`config.mk`:
```
export PLATFORM = sky130hd
export DESIGN_NAME = precedence_expression_evaluator_unit
export DESIGN_NICKNAME = d
export VERILOG_FILES = /design/src/rtl/pee_pkg.sv /design/src/rtl/precedence_expression_evaluator_unit.sv /design/src/rtl/pee_ctrl.sv /design/src/rtl/pee_dpath.sv
export VERILOG_INCLUDE_DIRS = /design/src /design/src/rtl
export SDC_FILE = /design/constraint.sdc
export NUM_CORES = 2
export LEC_CHECK = 0
export BUFFER_PORTS_ARGS = -buffer_cell sky130_fd_sc_hd__buf_2
export CAP_MARGIN = 20
export CORE_ASPECT_RATIO = 0.7
export CORE_MARGIN = 3
export CORE_UTILIZATION = 45
export CTS_BUF_LIST = sky130_fd_sc_hd__clkbuf_4
export CTS_CLUSTER_SIZE = 24
export DETAILED_ROUTE_END_ITERATION = 7
export PLACE_DENSITY_LB_ADDON = 0.05
export SYNTH_ARGS = -nofsm -noshare
export SYNTH_HDL_FRONTEND = slang
export SYNTH_SLANG_ARGS = --single-unit
```
`constraint.sdc`:
```
create_clock -name clock -period 24.2 [get_ports clock]
set_input_delay 1.21 -clock clock [delete_from_list [all_inputs] [get_ports clock]]
set_output_delay 1.21 -clock clock [all_outputs]
set_load 0.01 [all_outputs]
```
`src/rtl/precedence_expression_evaluator_unit_macros.svh`:
```
// Assertion helpers used by the evaluator top level.
`ifndef PRECEDENCE_EXPRESSION_EVALUATOR_UNIT_MACROS_SVH
`define PRECEDENCE_EXPRESSION_EVALUATOR_UNIT_MACROS_SVH

// Consequent must hold in the same cycle as the antecedent.
`define PEE_ASSERT_SAME(label, clk, rst, ante, cons, msg) \
   label: assert property (@(posedge clk) disable iff (rst) (ante) |-> (cons)) \
      else $error(msg);

// Consequent must hold in the cycle after the antecedent.
`define PEE_ASSERT_NEXT(label, clk, rst, ante, cons, msg) \
   label: assert property (@(posedge clk) disable iff (rst) (ante) |=> (cons)) \
      else $error(msg);

`endif

```
`src/rtl/pee_pkg.sv`:
```
package pee_pkg;

   // Operator codes carried with each operand.
   localparam logic [2:0] OPC_ADD = 3'd0;
   localparam logic [2:0] OPC_SUB = 3'd1;
   localparam logic [2:0] OPC_MUL = 3'd2;
   localparam logic [2:0] OPC_DIV = 3'd3;
   localparam logic [2:0] OPC_END = 3'd4;

   // Pending multiplicative operator codes.
   localparam logic [1:0] PEND_NONE = 2'd0;
   localparam logic [1:0] PEND_MUL  = 2'd1;
   localparam logic [1:0] PEND_DIV  = 2'd2;

   // Controller states.
   typedef enum logic [2:0] {
      ST_IDLE,
      ST_MUL,
      ST_DIV,
      ST_TERM,
      ST_SUM,
      ST_EMIT
   } state_type;

   // Commands from the controller to the datapath.
   typedef struct packed {
      logic       load;
      logic       mul_en;
      logic       acc_en;
      logic [1:0] mul_idx;
      logic       div_en;
      logic       term_en;
      logic       sum_en;
      logic       emit_en;
   } cmd_type;

   // Status from the datapath to the controller.
   typedef struct packed {
      logic [1:0] pend_op;
      logic [2:0] op;
      logic       divisor_zero;
   } status_type;

endpackage

```
`src/rtl/precedence_expression_evaluator_unit.sv`:
```
// Channel  Direction  Handshake          Payload
// req      in         req_valid/stall    operand_value, operation
// rsp      out        rsp_valid/stall    result_value, divide_by_zero, overflowed
//
// A beat is accepted only in the idle state, so each beat is worked off before the next is
// taken: a pending multiply or divide adds its steps, a zero divisor skips the divide steps,
// a multiply or divide beat skips the sum step, and an end beat adds the emit step.
// Reset is synchronous; it clears the expression state and the output valid.
// A stalled result stays in the output register while the next beat is taken;
// only a beat that ends the expression (end or spare code) waits for that register to drain.
`include "precedence_expression_evaluator_unit_macros.svh"

module precedence_expression_evaluator_unit #(
   parameter int FRAC_BITS = 32
) (
   input  logic               clock,
   input  logic               reset,
   input  logic               req_valid,
   output logic               req_stall,
   input  logic signed [63:0] req_operand_value,
   input  logic [2:0]         req_operation,
   output logic               rsp_valid,
   input  logic               rsp_stall,
   output logic signed [63:0] rsp_result_value,
   output logic               rsp_divide_by_zero,
   output logic               rsp_overflowed
);

   pee_pkg::cmd_type    cmd;
   pee_pkg::status_type status;
   logic                req_take;
   logic                other_work;
   logic                out_free;

   // Sequencer.
   pee_ctrl #(
      .FRAC_BITS (FRAC_BITS)
   ) u_ctrl (
      .clock     (clock),
      .reset     (reset),
      .req_valid (req_valid),
      .req_stall (req_stall),
      .rsp_valid (rsp_valid),
      .rsp_stall (rsp_stall),
      .status    (status),
      .cmd       (cmd)
   );

   // Arithmetic and expression state.
   pee_dpath #(
      .FRAC_BITS (FRAC_BITS)
   ) u_dpath (
      .clock              (clock),
      .reset              (reset),
      .cmd                (cmd),
      .status             (status),
      .req_operand_value  (req_operand_value),
      .req_operation      (req_operation),
      .rsp_result_value   (rsp_result_value),
      .rsp_divide_by_zero (rsp_divide_by_zero),
      .rsp_overflowed     (rsp_overflowed)
   );

   // Conditions watched by the assertions.
   assign req_take   = req_valid && !req_stall;
   assign other_work = cmd.term_en || cmd.sum_en || cmd.emit_en || cmd.div_en;
   assign out_free   = !rsp_valid || !rsp_stall;

   // An accepted beat keeps the input side busy in the next cycle.
   `PEE_ASSERT_NEXT(a_busy_after_accept, clock, reset, req_take, req_stall, "no stall after accept")

   // A new beat never loads while the datapath is finishing a term.
   `PEE_ASSERT_SAME(a_load_exclusive, clock, reset, cmd.load, !other_work, "load overlaps work")

   // A result only enters a free output register.
   `PEE_ASSERT_SAME(a_emit_free, clock, reset, cmd.emit_en, out_free, "held beat overwritten")

   // An emitted result is presented in the next cycle.
   `PEE_ASSERT_NEXT(a_emit_valid, clock, reset, cmd.emit_en, rsp_valid, "result not valid")

endmodule

```
`src/rtl/pee_ctrl.sv`:
```
module pee_ctrl #(
   parameter int FRAC_BITS = 32
) (
   input  logic                clock,
   input  logic                reset,
   input  logic                req_valid,
   output logic                req_stall,
   output logic                rsp_valid,
   input  logic                rsp_stall,
   input  pee_pkg::status_type status,
   output pee_pkg::cmd_type    cmd
);

   localparam int DivSteps = 64 + FRAC_BITS;
   localparam int CntW     = $clog2(DivSteps);
   localparam int MulSteps = 4;

   pee_pkg::state_type state_ff, state_in;
   logic [CntW-1:0]    cnt_ff, cnt_in;
   logic               rsp_valid_ff, rsp_valid_in;

   // State, step counter and output valid registers.
   always_ff @(posedge clock) begin
      if (reset) begin
         state_ff     <= pee_pkg::ST_IDLE;
         cnt_ff       <= '0;
         rsp_valid_ff <= 1'b0;
      end else begin
         state_ff     <= state_in;
         cnt_ff       <= cnt_in;
         rsp_valid_ff <= rsp_valid_in;
      end
   end

   // Next state and datapath commands.
   always_comb begin
      state_in = state_ff;
      cnt_in   = cnt_ff;
      cmd      = '0;
      cmd.mul_idx = cnt_ff[1:0];
      unique case (state_ff)
         pee_pkg::ST_IDLE: begin
            cnt_in = '0;
            if (req_valid) begin
               cmd.load = 1'b1;
               if (status.pend_op == pee_pkg::PEND_MUL) begin
                  state_in = pee_pkg::ST_MUL;
               end else if (status.pend_op == pee_pkg::PEND_DIV) begin
                  state_in = pee_pkg::ST_DIV;
               end else begin
                  state_in = pee_pkg::ST_TERM;
               end
            end
         end
         pee_pkg::ST_MUL: begin
            // Four partial products, each registered and accumulated in the cycle after it is formed.
            cmd.mul_en = (cnt_ff < CntW'(MulSteps));
            cmd.acc_en = (cnt_ff != '0);
            cnt_in     = cnt_ff + 1'b1;
            if (cnt_ff == CntW'(MulSteps)) begin
               cnt_in   = '0;
               state_in = pee_pkg::ST_TERM;
            end
         end
         pee_pkg::ST_DIV: begin
            // One quotient bit per cycle; a zero divisor skips the iterations.
            if (status.divisor_zero) begin
               state_in = pee_pkg::ST_TERM;
            end else begin
               cmd.div_en = 1'b1;
               cnt_in     = cnt_ff + 1'b1;
               if (cnt_ff == CntW'(DivSteps - 1)) begin
                  cnt_in   = '0;
                  state_in = pee_pkg::ST_TERM;
               end
            end
         end
         pee_pkg::ST_TERM: begin
            cmd.term_en = 1'b1;
            unique case (status.op) inside
               pee_pkg::OPC_MUL, pee_pkg::OPC_DIV: state_in = pee_pkg::ST_IDLE;
               default:                            state_in = pee_pkg::ST_SUM;
            endcase
         end
         pee_pkg::ST_SUM: begin
            cmd.sum_en = 1'b1;
            unique case (status.op) inside
               pee_pkg::OPC_ADD, pee_pkg::OPC_SUB: state_in = pee_pkg::ST_IDLE;
               pee_pkg::OPC_END:                   state_in = pee_pkg::ST_EMIT;
               default:                            state_in = pee_pkg::ST_EMIT;
            endcase
         end
         pee_pkg::ST_EMIT: begin
            // Wait until the output register is free.
            if (!rsp_valid_ff || !rsp_stall) begin
               cmd.emit_en = 1'b1;
               state_in    = pee_pkg::ST_IDLE;
            end
         end
         default: begin
            state_in = pee_pkg::ST_IDLE;
         end
      endcase
   end

   // The output register holds its beat until it is taken.
   assign rsp_valid_in = cmd.emit_en | (rsp_valid_ff & rsp_stall);

   assign req_stall = (state_ff != pee_pkg::ST_IDLE);
   assign rsp_valid = rsp_valid_ff;

endmodule

```
`src/rtl/pee_dpath.sv`:
```
module pee_dpath #(
   parameter int FRAC_BITS = 32
) (
   input  logic                 clock,
   input  logic                 reset,
   input  pee_pkg::cmd_type     cmd,
   output pee_pkg::status_type  status,
   input  logic signed [63:0]   req_operand_value,
   input  logic [2:0]           req_operation,
   output logic signed [63:0]   rsp_result_value,
   output logic                 rsp_divide_by_zero,
   output logic                 rsp_overflowed
);

   localparam int DivW = 64 + FRAC_BITS;
   localparam logic [63:0] PosMax = {1'b0, {63{1'b1}}};
   localparam logic [63:0] NegMin = {1'b1, {63{1'b0}}};

   // Expression state.
   logic [63:0]  sum_ff, sum_in;
   logic [63:0]  prod_ff, prod_in;
   logic [1:0]   pend_op_ff, pend_op_in;
   logic         pend_sign_ff, pend_sign_in;
   logic         dz_ff, dz_in;
   logic         ovf_ff, ovf_in;

   // Working registers for one item.
   logic [63:0]     opnd_ff, opnd_in;
   logic [2:0]      op_ff, op_in;
   logic [63:0]     mag_a_ff, mag_a_in;
   logic [63:0]     mag_b_ff, mag_b_in;
   logic            neg_ff, neg_in;
   logic [63:0]     pp_ff, pp_in;
   logic [1:0]      pp_idx_ff, pp_idx_in;
   logic [127:0]    acc_ff, acc_in;
   logic [63:0]     rem_ff, rem_in;
   logic [DivW-1:0] dq_ff, dq_in;
   logic [63:0]     term_ff, term_in;

   // Output register payload.
   logic [63:0] out_val_ff, out_val_in;
   logic        out_dz_ff, out_dz_in;
   logic        out_ovf_ff, out_ovf_in;

   logic [31:0]  a_half, b_half;
   logic [127:0] pp_shifted;
   logic [64:0]  rem_shift, rem_diff;
   logic         quo_bit;
   logic [64:0]  sat_res;
   logic [63:0]  term_val;
   logic         term_ovf, term_dz;
   logic [63:0]  add_val, sub_val, sum_val;
   logic         add_ovf, sub_ovf, sum_ovf;

   function automatic logic [63:0] magnitude(input logic [63:0] x);
      return x[63] ? (64'd0 - x) : x;
   endfunction

   // Applies a sign to a magnitude with saturation; the top bit flags overflow.
   function automatic logic [64:0] apply_sign(input logic neg, input logic [63:0] mag,
                                               input logic big);
      logic [64:0] res;
      if (!neg) begin
         res = (big || mag[63]) ? {1'b1, PosMax} : {1'b0, mag};
      end else begin
         res = (big || (mag[63] && (|mag[62:0]))) ? {1'b1, NegMin}
                                                  : {1'b0, 64'd0 - mag};
      end
      return res;
   endfunction

   // Partial product operands and their weight.
   assign a_half = cmd.mul_idx[1] ? mag_a_ff[63:32] : mag_a_ff[31:0];
   assign b_half = cmd.mul_idx[0] ? mag_b_ff[63:32] : mag_b_ff[31:0];
   always_comb begin
      case (pp_idx_ff)
         2'd0:    pp_shifted = {64'd0, pp_ff};
         2'd3:    pp_shifted = {pp_ff, 64'd0};
         default: pp_shifted = {32'd0, pp_ff, 32'd0};
      endcase
   end

   // Restoring divide step.
   assign rem_shift = {rem_ff, dq_ff[DivW-1]};
   assign rem_diff  = rem_shift - {1'b0, mag_b_ff};
   assign quo_bit   = ~rem_diff[64];

   // Term value from the pending operator.
   always_comb begin
      term_val = opnd_ff;
      term_ovf = 1'b0;
      term_dz  = 1'b0;
      sat_res  = '0;
      case (pend_op_ff)
         pee_pkg::PEND_MUL: begin
            sat_res  = apply_sign(neg_ff, acc_ff[FRAC_BITS +: 64],
                                  |acc_ff[127:FRAC_BITS+64]);
            term_val = sat_res[63:0];
            term_ovf = sat_res[64];
         end
         pee_pkg::PEND_DIV: begin
            if (mag_b_ff == 64'd0) begin
               term_dz = 1'b1;
               if (prod_ff == 64'd0) begin
                  term_val = 64'd0;
               end else begin
                  term_val = prod_ff[63] ? NegMin : PosMax;
               end
            end else begin
               sat_res  = apply_sign(neg_ff, dq_ff[63:0], |dq_ff[DivW-1:64]);
               term_val = sat_res[63:0];
               term_ovf = sat_res[64];
            end
         end
         default: begin
            term_val = opnd_ff;
         end
      endcase
   end

   // Saturating add and subtract into the running sum.
   assign add_val = sum_ff + term_ff;
   assign sub_val = sum_ff - term_ff;
   assign add_ovf = ~(sum_ff[63] ^ term_ff[63]) & (add_val[63] ^ sum_ff[63]);
   assign sub_ovf = (sum_ff[63] ^ term_ff[63]) & (sub_val[63] ^ sum_ff[63]);
   always_comb begin
      sum_ovf = pend_sign_ff ? sub_ovf : add_ovf;
      if (sum_ovf) begin
         sum_val = sum_ff[63] ? NegMin : PosMax;
      end else begin
         sum_val = pend_sign_ff ? sub_val : add_val;
      end
   end

   // Next values of all registers.
   always_comb begin
      sum_in       = sum_ff;
      prod_in      = prod_ff;
      pend_op_in   = pend_op_ff;
      pend_sign_in = pend_sign_ff;
      dz_in        = dz_ff;
      ovf_in       = ovf_ff;
      opnd_in      = opnd_ff;
      op_in        = op_ff;
      mag_a_in     = mag_a_ff;
      mag_b_in     = mag_b_ff;
      neg_in       = neg_ff;
      pp_in        = pp_ff;
      pp_idx_in    = pp_idx_ff;
      acc_in       = acc_ff;
      rem_in       = rem_ff;
      dq_in        = dq_ff;
      term_in      = term_ff;
      out_val_in   = out_val_ff;
      out_dz_in    = out_dz_ff;
      out_ovf_in   = out_ovf_ff;

      // Capture a beat and prepare both arithmetic units.
      if (cmd.load) begin
         opnd_in  = req_operand_value;
         op_in    = req_operation;
         mag_a_in = magnitude(prod_ff);
         mag_b_in = magnitude(req_operand_value);
         neg_in   = prod_ff[63] ^ req_operand_value[63];
         acc_in   = '0;
         rem_in   = '0;
         dq_in    = {magnitude(prod_ff), {FRAC_BITS{1'b0}}};
      end

      if (cmd.mul_en) begin
         pp_in     = {32'd0, a_half} * {32'd0, b_half};
         pp_idx_in = cmd.mul_idx;
      end
      if (cmd.acc_en) begin
         acc_in = acc_ff + pp_shifted;
      end

      if (cmd.div_en) begin
         rem_in = quo_bit ? rem_diff[63:0] : rem_shift[63:0];
         dq_in  = {dq_ff[DivW-2:0], quo_bit};
      end

      // Finish the term; a multiplicative operator keeps it as the product chain.
      if (cmd.term_en) begin
         term_in = term_val;
         dz_in   = dz_ff | term_dz;
         ovf_in  = ovf_ff | term_ovf;
         if (op_ff == pee_pkg::OPC_MUL) begin
            prod_in    = term_val;
            pend_op_in = pee_pkg::PEND_MUL;
         end else if (op_ff == pee_pkg::OPC_DIV) begin
            prod_in    = term_val;
            pend_op_in = pee_pkg::PEND_DIV;
         end
      end

      if (cmd.sum_en) begin
         sum_in       = sum_val;
         ovf_in       = ovf_ff | sum_ovf;
         prod_in      = '0;
         pend_op_in   = pee_pkg::PEND_NONE;
         pend_sign_in = (op_ff == pee_pkg::OPC_SUB);
      end

      // Move the result to the output register and start a new expression.
      if (cmd.emit_en) begin
         out_val_in   = sum_ff;
         out_dz_in    = dz_ff;
         out_ovf_in   = ovf_ff;
         sum_in       = '0;
         prod_in      = '0;
         pend_op_in   = pee_pkg::PEND_NONE;
         pend_sign_in = 1'b0;
         dz_in        = 1'b0;
         ovf_in       = 1'b0;
      end
   end

   // Expression state has a defined reset value.
   always_ff @(posedge clock) begin
      if (reset) begin
         sum_ff       <= '0;
         prod_ff      <= '0;
         pend_op_ff   <= pee_pkg::PEND_NONE;
         pend_sign_ff <= 1'b0;
         dz_ff        <= 1'b0;
         ovf_ff       <= 1'b0;
      end else begin
         sum_ff       <= sum_in;
         prod_ff      <= prod_in;
         pend_op_ff   <= pend_op_in;
         pend_sign_ff <= pend_sign_in;
         dz_ff        <= dz_in;
         ovf_ff       <= ovf_in;
      end
   end

   // Working and output payload registers.
   always_ff @(posedge clock) begin
      opnd_ff    <= opnd_in;
      op_ff      <= op_in;
      mag_a_ff   <= mag_a_in;
      mag_b_ff   <= mag_b_in;
      neg_ff     <= neg_in;
      pp_ff      <= pp_in;
      pp_idx_ff  <= pp_idx_in;
      acc_ff     <= acc_in;
      rem_ff     <= rem_in;
      dq_ff      <= dq_in;
      term_ff    <= term_in;
      out_val_ff <= out_val_in;
      out_dz_ff  <= out_dz_in;
      out_ovf_ff <= out_ovf_in;
   end

   assign status.pend_op      = pend_op_ff;
   assign status.op           = op_ff;
   assign status.divisor_zero = (mag_b_ff == 64'd0);

   assign rsp_result_value   = out_val_ff;
   assign rsp_divide_by_zero = out_dz_ff;
   assign rsp_overflowed     = out_ovf_ff;

endmodule

```
==> flow_metrics.py <==
metrics = {
    "run_status": {
        "status": "complete, but fails checks",
        "violations": "DRC",
    },
    "grt": {
        "grt_pass1_vias": 75977,
        "grt_pass1_wl_um": 545000,
        "antenna_found_initial": 47,
        "grt_use_total": 0.362,
        "grt_overflow": 0,
        "grt_max_degree": 84,
    },
    "route": {
        "drc": 11,
        "vias_per_cell": 6.14,
        "vias": 80420,
        "drt_first_iter_violations": 10487,
        "drt_pass1_iterations": 8,
        "post_drt_wl_per_cell_um": 29.0,
        "drt_wl_total_um": 380000,
        "ant_nets": 0,
    },
    "clock_network": {
        "cts_max_level": 4,
        "clk_path_buf_depth": 4,
        "cts_inserted_buffers": 225,
        "tritoncts": "yes",
        "clock-sinks": 823,
        "clk_latency_ps": 1270,
        "cts_hold_buf": 0,
        "cts_root_buffer": "clkbuf_4",
        "cts.reportedPaths.clkPinSlew_ps": 70,
        "cts_resized": 0,
        "cts_setup_buffers": 0,
    },
    "yosys": {
        "syn_nets": 11857,
        "ys_types": 110,
        "yosys-top-cells-area": "edfxtp_1, fa_1, ha_1, nor2_1, inv_1",
        "synthCells": 10296,
        "synth-seq-cells": 823,
        "synth_edf_count": 679,
        "synth.cell_area_sq_mm": 0.0899,
        "synth_top_area_cell": "edfxtp_1",
        "avgSynthCellArea_sq_um": 8.73,
        "synthFlopType": "edfxtp_1",
        "yosys_warnings": 0,
        "yosysSeqAreaShare": 0.259,
        "synthArstFlopShare": 0,
        "synth_top_area_frac": 0.227,
    },
    "worst_setup_path": {
        "critPathLaunchType": "flop",
        "crit_path_max_fanout": 46,
        "worstSetupPathType": "reg -> reg",
        "ff2ff_setup_slack_ps": 13910,
        "reg2reg_depth": 27,
        "crit_required_ps": 25110,
        "crit_path_end_kind": "flop",
        "cp-endpoint": "u_dpath.pp_ff[62]$_DFFE_PP_",
        "critPathLaunch": "u_ctrl.cnt_ff[1]$_SDFFE_PP0P_",
        "r2r_end": "u_dpath.pp_ff[62]$_DFFE_PP_",
        "arrival_ps": 11200,
        "rr_startpoint": "u_ctrl.cnt_ff[1]$_SDFFE_PP0P_",
    },
    "layout": {
        "synthToLayoutAreaGrowth_pct": 7.16,
        "reg_top3": "u_dpath.acc_ff: 128 flops, u_dpath.dq_ff: 96 flops",
        "largest_register_ffs": 128,
        "nNetsFinal": 11829,
        "drive_above_1_share": 0.0842,
        "nFillCells": 19253,
        "max_flop_register": "u_dpath.acc_ff",
    },
    "timing": {
        "max-slew-margin-rel": 0.145,
        "rsz0062_at_grt": "no",
        "finalCritPeriodShare": 0.425,
        "tightestPinTransition_ps": 1260,
        "max_freq_mhz": 97.2,
        "period_needed_ps": 10290,
        "tns_ps": 0,
        "hold_violations": 0,
        "finalClockSkew_ps": 160,
        "slew_viol_final": 0,
        "setup_viol": 0,
    },
    "run": {
        "maxCapViolCount": 0,
    },
    "floorplanning": {
        "pin_count": 139,
        "dieArea_sq_mm": 0.205,
        "start_util": 0.455,
        "core_area_sq_mm": 0.197,
        "die_x_um": 540,
        "num_rows": 136,
        "die_y_um": 380,
    },
    "min_path": {
        "hold_class": "in -> reg",
    },
    "place": {
        "hpwlAfterDp_um": 293000,
        "globalplace.congestion": 1.02,
        "io_buffers": 138,
    },
}
## metrics by stage
stage | worst slack, ps | utilization | std cells | instance area (sq um) | hold WS (ps)
after detailed placement | 14130 | 0.473 | 12658 | 93300 | 434
final | 13910 | 0.488 | 13094 | 96300 | 210
after global placement | 14190 | 0.472 | 12652 | 93300 | 427
after floorplan | 15270 | - | 10296 | 89900 | 409
after CTS | 14120 | 0.487 | 13066 | 96200 | 116
after global routing | 13610 | 0.488 | 13085 | 96300 | 159
## worst max-delay path, cell delays in order (launching register included)
cell and delay (ps):
dfxtp_4 600, buf_4 680, mux2_2 730, nand2_1 190
fa_1 570, fa_1 560, fa_1 480, fa_1 540
inv_1 80, fa_1 570, fa_1 430, fa_1 500
inv_1 50, fa_1 470, inv_1 40, ha_1 380
a21o_1 190, a21o_1 170, a21oi_1 410, nand3_1 260
nor3_1 210, nand3_1 140, nand4_1 250, o211ai_1 200
a41oi_1 500, o21bai_1 220, a221oi_1 370, xnor2_1 150
## synthesized netlist by cell type (21+ instances only)
| master | n |
|---|---|
| a211oi_1 | 86 |
| a21boi_0 | 34 |
| a21boi_1 | 21 |
| a21o_1 | 178 |
| a21oi_1 | 715 |
| a221oi_1 | 68 |
| a31oi_1 | 62 |
| and2_1 | 124 |
| and3_1 | 40 |
| buf_1 | 29 |
| buf_2 | 29 |
| clkbuf_1 | 483 |
| dfxtp_1 | 144 |
| edfxtp_1 | 679 |
| fa_1 | 900 |
| ha_1 | 590 |
| inv_1 | 1175 |
| mux2_2 | 53 |
| mux2i_1 | 53 |
| nand2_1 | 1169 |
| nand2b_1 | 57 |
| nand3_1 | 120 |
| nand4_1 | 118 |
| nor2_1 | 1304 |
| nor2b_1 | 51 |
| nor3_1 | 168 |
| nor4_1 | 111 |
| o21a_1 | 53 |
| o21ai_0 | 433 |
| o21ai_1 | 57 |
| o21bai_1 | 89 |
| o22ai_1 | 33 |
| o31a_1 | 23 |
| o31ai_1 | 91 |
| or3_1 | 61 |
| or4_1 | 40 |
| xnor2_1 | 332 |
| xor2_1 | 146 |
## worst min path at each step
| stage | startpoint | endpoint | slack [ps] | depth (start not counted) |
|---|---|---|---|---|
| 2_1_floorplan | u_dpath.dz_ff$_SDFFE_PP0P_ | u_dpath.rsp_divide_by_zero$_DFFE_PP_ | 410 | 0 |
| 3_3_place_gp | u_dpath.ovf_ff$_SDFFE_PP0P_ | u_dpath.rsp_overflowed$_DFFE_PP_ | 430 | 0 |
| 3_5_place_dp | u_dpath.ovf_ff$_SDFFE_PP0P_ | u_dpath.rsp_overflowed$_DFFE_PP_ | 430 | 0 |
| 4_1_cts | req_operand_value[27] | u_dpath.opnd_ff[27]$_DFFE_PP_ | 120 | 1 |
| 5_1_grt | req_operand_value[24] | u_dpath.opnd_ff[24]$_DFFE_PP_ | 160 | 1 |
| 6_report | req_operand_value[24] | u_dpath.opnd_ff[24]$_DFFE_PP_ | 210 | 1 |
## layout by cell type (no fill, tap or decap), drive strengths merged, types with 116 or more instances in the layout
master / n
xnor2: 332
nand3: 124
nor2: 1308
clkbuf: 334
dfxtp: 144
fa: 900
nand4: 118
buf: 298
nand2: 1170
nor3: 173
ha: 590
a21oi: 718
inv: 1180
xor2: 147
nor4: 116
o21ai: 491
edfxtp: 679
a21o: 178
and2: 125
## logic make-up after synthesis
logic type | after synthesis | share of synthesized area
and+or+nand+nor | 3474 | 0.172
AOI/OAI and AO/OA | 2190 | 0.153
buffers and inverters | 1734 | 0.0735
adders and majority gates | 1490 | 0.283
DFF | 823 | 0.259
xor gates and xnor gates | 479 | 0.0468
muxes | 106 | 0.0125
## metal layers
metal  vias up  global-route usage  wire [um]  share of wire
met5         -                   0        107        0.00028
met4        18               0.113      13400          0.035
met3       667               0.123      50000           0.13
met2      4635               0.469     144000           0.38
met1     40076               0.554     173000           0.45
li1      35024                   -          -              -
## final cells by class
cell class	count	area, sq um	share of cell area
Tap cell	2622	3280	0.0341
Timing Repair Buffer	300	1930	0.0201
Multi-Input combinational cell	7739	60400	0.627
Antenna cell	23	57.6	0.000597
Inverter	1179	4430	0.0460
Clock buffer	333	2500	0.0260
Sequential cell	823	23300	0.242
Clock inverter	75	403	0.00418
Power is not shown: default switching activity piles up to over one toggle a cycle in this logic, so the estimate is an artifact.
